[config.mk]
export PLATFORM = sky130hd
export DESIGN_NAME = xtea_half_round
export DESIGN_NICKNAME = d
export VERILOG_FILES = /design/src/rtl/core/xtea_pkg.sv /design/src/rtl/core/xtea_half_round.sv
export SDC_FILE = /design/constraint.sdc
export NUM_CORES = 1
export LEC_CHECK = 0
export ABC_AREA = 1
export BUFFER_PORTS_ARGS = -buffer_cell sky130_fd_sc_hd__buf_2
export CAP_MARGIN = 20
export CORE_MARGIN = 2
export CORE_UTILIZATION = 54
export DETAILED_ROUTE_END_ITERATION = 6
export PLACE_DENSITY = 0.95
export SLEW_MARGIN = 15
export SYNTH_ARGS = -nofsm -noshare
export SYNTH_HDL_FRONTEND = slang
export SYNTH_SLANG_ARGS = --single-unit
[constraint.sdc]
create_clock -name clk -period 9.49 [get_ports clk]
set_input_delay 0.4745 -clock clk [delete_from_list [all_inputs] [get_ports clk]]
set_output_delay 0.4745 -clock clk [all_outputs]
set_load 0.01 [all_outputs]
[src/rtl/core/xtea_pkg.sv]
`timescale 1ns / 1ps
`default_nettype none

package xtea_pkg;

  localparam int WORD_W        = 32;
  localparam int KEY_WORDS     = 4;
  localparam int CFG_IDX_W     = 2;
  localparam int ROUND_COUNT_D = 32;
  localparam int MIX_SHL       = 4;
  localparam int MIX_SHR       = 5;
  localparam int KEY_SHIFT     = 11;

  localparam logic [WORD_W-1:0] DELTA = 32'h9E37_79B9;

  typedef logic [WORD_W-1:0] word_t;
  typedef word_t [KEY_WORDS-1:0] key_t;

  typedef struct packed {
    word_t left;
    word_t right;
  } block_t;

  function automatic word_t mix_word(input word_t w);
    return ((w << MIX_SHL) ^ (w >> MIX_SHR)) + w;
  endfunction

endpackage

`default_nettype wire

[src/rtl/core/xtea_half_round.sv]
`timescale 1ns / 1ps
`default_nettype none

module xtea_half_round #(
  parameter logic [xtea_pkg::WORD_W-1:0] SUM          = '0,
  parameter bit                          UPDATE_RIGHT = 1'b1
) (
  input  wire logic             clk,
  input  wire logic             rst_n,
  input  wire xtea_pkg::key_t   key,
  input  wire logic             up_valid,
  output logic                  up_ready,
  input  wire xtea_pkg::block_t up_data,
  output logic                  dn_valid,
  input  wire logic             dn_ready,
  output xtea_pkg::block_t      dn_data
);

  localparam logic [1:0] KEY_SEL = UPDATE_RIGHT ? 2'(SUM >> xtea_pkg::KEY_SHIFT) : SUM[1:0];

  logic             valid_r;
  xtea_pkg::block_t data_r;
  xtea_pkg::block_t data_nxt;
  xtea_pkg::word_t  src;
  xtea_pkg::word_t  tweak;

  assign src   = UPDATE_RIGHT ? up_data.left : up_data.right;
  assign tweak = xtea_pkg::mix_word(src) ^ (SUM + key[KEY_SEL]);

  always_comb begin
    data_nxt = up_data;
    if (UPDATE_RIGHT) begin
      data_nxt.right = up_data.right - tweak;
    end else begin
      data_nxt.left = up_data.left - tweak;
    end
  end

  assign up_ready = !valid_r || dn_ready;

  always_ff @(posedge clk) begin
    if (!rst_n) begin
      valid_r <= 1'b0;
    end else if (up_ready) begin
      valid_r <= up_valid;
    end
  end

  always_ff @(posedge clk) begin
    if (up_ready && up_valid) begin
      data_r <= data_nxt;
    end
  end

  assign dn_valid = valid_r;
  assign dn_data  = data_r;

endmodule

`default_nettype wire

==> impl_metrics.xml <==
<?xml version="1.0" encoding="UTF-8"?>
<metrics>
  <group name="synthesis">
    <metric name="syn-num-nets" unit="">1153</metric>
    <metric name="synth_edf_count" unit="">64</metric>
    <metric name="synth_compound_gate_area_share" unit="">0.1061</metric>
    <metric name="yosys.area_share.simple" unit="">0.2814</metric>
    <metric name="synth.lib_cells_used.distinct" unit="">37</metric>
    <metric name="yosysWarnings" unit="">0</metric>
    <metric name="synthArstFlopShare" unit="">0</metric>
    <metric name="synth-adder-area-share" unit="">0.1316</metric>
    <metric name="muxShareOfSynthArea" unit="">0</metric>
    <metric name="post_synth_instance_area" unit="sq um">6580</metric>
    <metric name="synth_ff_type" unit="">sky130_fd_sc_hd__edfxtp_1</metric>
    <metric name="syn-instance-count" unit="">889</metric>
    <metric name="synthesis.area_per_instance" unit="sq um">7.402</metric>
    <metric name="dominant_combinational_cell_family_by_area_after_synthesis" unit="">simple AND/OR/NAND/NOR gates</metric>
    <metric name="ys_seq_area_frac" unit="">0.2951</metric>
    <metric name="synth_xor_xnor_area_share" unit="">0.1225</metric>
    <metric name="yosys_register_bits" unit="">65</metric>
  </group>
  <group name="pwr">
    <metric name="final_total_power" unit="mW">1.649</metric>
    <metric name="power.density_cell_area" unit="nW/um^2">208.4</metric>
    <metric name="p_leak" unit="nW">4.013</metric>
    <metric name="vdd_drop_max" unit="mV">0.1437</metric>
  </group>
  <group name="floorplanning">
    <metric name="chipHeight" unit="microns">114.4</metric>
    <metric name="die_ar" unit="sq um">13080</metric>
    <metric name="ioPinCount" unit="">262</metric>
    <metric name="row_count" unit="">40</metric>
    <metric name="placeableCoreArea" unit="sq um">11960</metric>
    <metric name="initial_core_util" unit="">0.5501</metric>
    <metric name="chipWidth" unit="microns">114.4</metric>
  </group>
  <group name="sta">
    <metric name="tns" unit="ns">0</metric>
    <metric name="clock_skew" unit="ns">0.005510</metric>
    <metric name="achievable-frequency" unit="MHz">268.6</metric>
    <metric name="worst_hold_margin" unit="ns">0.3514</metric>
    <metric name="drv_slew" unit="">0</metric>
    <metric name="setup_repair_after_global_routing_missed_its_margin" unit="">false</metric>
    <metric name="setup_viol" unit="">0</metric>
    <metric name="fin_crit_sh" unit="">0.3923</metric>
    <metric name="worst_pin_slew" unit="ns">0.8013</metric>
    <metric name="slew_limit_headroom" unit="">0.4658</metric>
    <metric name="final_hold_viol_count" unit="">0</metric>
    <metric name="finalWorstPathRequiredPeriod" unit="ns">3.723</metric>
  </group>
  <group name="drt">
    <metric name="wirelength" unit="microns">19410</metric>
    <metric name="drt_drc_violations_left" unit="">0</metric>
    <metric name="detail_route.vias_per_cell" unit="">5.423</metric>
    <metric name="routed_wire_per_std_cell" unit="microns">15.93</metric>
    <metric name="detail_route.iter0.violations" unit="">397</metric>
    <metric name="drtPass1Iterations" unit="">6</metric>
    <metric name="num_vias" unit="">6605</metric>
    <metric name="final_antenna_net_count" unit="">0</metric>
  </group>
  <group name="global_routing">
    <metric name="grt_overflow" unit="">0</metric>
    <metric name="grt_pass1_vias" unit="">6383</metric>
    <metric name="grt_max_degree" unit="">65</metric>
    <metric name="grt_first_pass_wirelength" unit="microns">30290</metric>
    <metric name="global_route_usage_over_all_layers" unit="">0.3006</metric>
    <metric name="number_of_antenna_violations_at_the_first_check_in_global_routing" unit="">0</metric>
  </group>
  <group name="finish">
    <metric name="final_common_cell" unit="">sky130_fd_sc_hd__nand2_1</metric>
    <metric name="nNetsFinal" unit="">1330</metric>
    <metric name="finalCoreUtilization" unit="">0.6615</metric>
    <metric name="drive_above_1_share" unit="">0.2017</metric>
    <metric name="layout-area-overhead-vs-synth" unit="%">20.25</metric>
    <metric name="antenna_cells" unit="">0</metric>
    <metric name="layout.cells.most_common_list" unit="">247 x sky130_fd_sc_hd__nand2_1, 165 x sky130_fd_sc_hd__buf_2, 109 x sky130_fd_sc_hd__inv_1</metric>
  </group>
  <group name="hold_path">
    <metric name="min_path_cells" unit="">1</metric>
    <metric name="hp-class" unit="">primary input to flip-flop</metric>
  </group>
  <group name="clock_tree">
    <metric name="cts_buffers" unit="">9</metric>
    <metric name="tritoncts" unit="">yes</metric>
    <metric name="h_tree_level_count" unit="">3</metric>
    <metric name="cts_setup_buffers" unit="">0</metric>
    <metric name="post_cts.resized_instances" unit="">0</metric>
    <metric name="cts.sinks" unit="">65</metric>
    <metric name="cts.hold.buffers_added" unit="">0</metric>
    <metric name="worstSkewPairLatency" unit="ns">0.35</metric>
    <metric name="clock-root-buffer" unit="">sky130_fd_sc_hd__clkbuf_16</metric>
    <metric name="path_clk_slew" unit="ns">0.06</metric>
    <metric name="maximum_root_to_sink_buffer_count" unit="">2</metric>
  </group>
  <group name="placement">
    <metric name="dpl.hpwl" unit="microns">16030</metric>
    <metric name="buffer_ports.inserted" unit="">165</metric>
    <metric name="gp_congestion" unit="">0.9614</metric>
  </group>
  <group name="worst_setup_path">
    <metric name="worstPathArrival" unit="ns">3.82</metric>
    <metric name="reg2regPathDepth" unit="">2</metric>
    <metric name="worstPathRequired" unit="ns">9.59</metric>
    <metric name="timing.critical_path.fanout_max" unit="">5</metric>
    <metric name="worstSetupEndpointType" unit="">flip-flop</metric>
    <metric name="timing.setup.critical_path_class" unit="">primary input to flip-flop</metric>
    <metric name="type_of_origin_of_the_critical_path" unit="">primary input</metric>
  </group>
  <group name="flow_run">
    <metric name="drv.max_cap_violation_count" unit="">0</metric>
  </group>
  <group name="status">
    <metric name="run_status" unit="">finished clean</metric>
  </group>
</metrics>
cell usage after synthesis (5+ instances only):
master	number	area, sq um
sky130_fd_sc_hd__edfxtp_1	64	1922
sky130_fd_sc_hd__xnor2_1	27	236.5
sky130_fd_sc_hd__nand3b_1	5	37.54
sky130_fd_sc_hd__nand2_2	14	87.58
sky130_fd_sc_hd__nor3_1	7	35.03
sky130_fd_sc_hd__o21bai_1	11	82.58
sky130_fd_sc_hd__a21o_1	11	82.58
sky130_fd_sc_hd__o21ai_0	19	95.09
sky130_fd_sc_hd__nor2_1	81	304.0
sky130_fd_sc_hd__inv_1	109	409.1
sky130_fd_sc_hd__nand4_1	9	56.30
sky130_fd_sc_hd__ha_1	66	825.8
sky130_fd_sc_hd__nand2_1	247	927.1
sky130_fd_sc_hd__nor2_2	7	43.79
sky130_fd_sc_hd__xor2_1	65	569.3
sky130_fd_sc_hd__nand3_1	46	230.2
sky130_fd_sc_hd__a21oi_1	61	305.3
final cells by class:
cell class                      instances  area (sq um)
Clock buffer                            9         225.2
Multi-Input combinational cell        713          4233
Tap cell                              147         183.9
Sequential cell                        65          1942
Inverter                              111         416.7
Fill cell                            1016          4049
Timing Repair Buffer                  166         833.3
Clock inverter                          7         78.83
critical path, stage by stage:
cell                      delay (ns)
sky130_fd_sc_hd__buf_2          0.17
sky130_fd_sc_hd__xor2_1         0.26
sky130_fd_sc_hd__ha_1           0.33
sky130_fd_sc_hd__a21oi_1        0.25
sky130_fd_sc_hd__nor2_1         0.07
sky130_fd_sc_hd__nor2_1         0.18
sky130_fd_sc_hd__and2_1         0.20
sky130_fd_sc_hd__or2_1          0.14
sky130_fd_sc_hd__nand3_1        0.08
sky130_fd_sc_hd__nand2_1        0.08
sky130_fd_sc_hd__nand2_1        0.07
sky130_fd_sc_hd__ha_1           0.39
sky130_fd_sc_hd__nand2_1        0.12
sky130_fd_sc_hd__nor2_1         0.19
sky130_fd_sc_hd__nand3_1        0.15
sky130_fd_sc_hd__nor4_1         0.24
sky130_fd_sc_hd__o21ai_1        0.22
sky130_fd_sc_hd__nand3_1        0.13
sky130_fd_sc_hd__nand2_1        0.06
power by group:
group          switching [mW]  internal [mW]  total [mW]
logic                   0.561          0.323       0.884
registers              0.0125          0.408       0.421
clock network           0.138          0.206       0.344
stage by stage:
| step | std cells | instance area (sq um) | worst slack, ns |
|---|---|---|---|
| 6_report | 1218 | 7913 | 5.767 |
| 5_1_grt | 1218 | 7913 | 5.551 |
| 4_1_cts | 1218 | 7913 | 5.929 |
| 3_5_place_dp | 1202 | 7609 | 5.583 |
| 3_3_place_gp | 1202 | 7609 | 5.679 |
| 2_1_floorplan | 889 | 6580 | 5.363 |
routing by layer:
layer  track usage  vias to the layer above  wire (microns)
li1              -                     3284               -
met2        0.5152                      290            9062
met5             0                        -               0
met1        0.3821                     2997            8561
met3       0.05558                       34            1347
met4       0.09919                        0             434
flip-flops by register name, indices dropped and copies added (netlist names):
name      cells
dn_data      64
dn_valid      1
cell families (layout without fill, tap and decap cells):
logic type               after synthesis  count (layout)
AO/OA/AOI/OAI                        119             119
XOR/XNOR                              92              92
adder cells (fa/ha/maj)               68              68
buffers and inverters                111             293
flip-flops                            65              65
AND/OR/NAND/NOR                      434             434
path summary, 6_finish.rpt:
path	end	startpoint	slack [ns]
hold reg to reg	dn_valid	dn_valid	0.58
setup / recovery	dn_data[27]	up_data[47]	5.77
hold / removal	dn_data[61]	up_data[61]	0.35
setup reg to reg	dn_data[31]	dn_valid	7.96
Note: power is estimated with default switching activity, not from simulation.
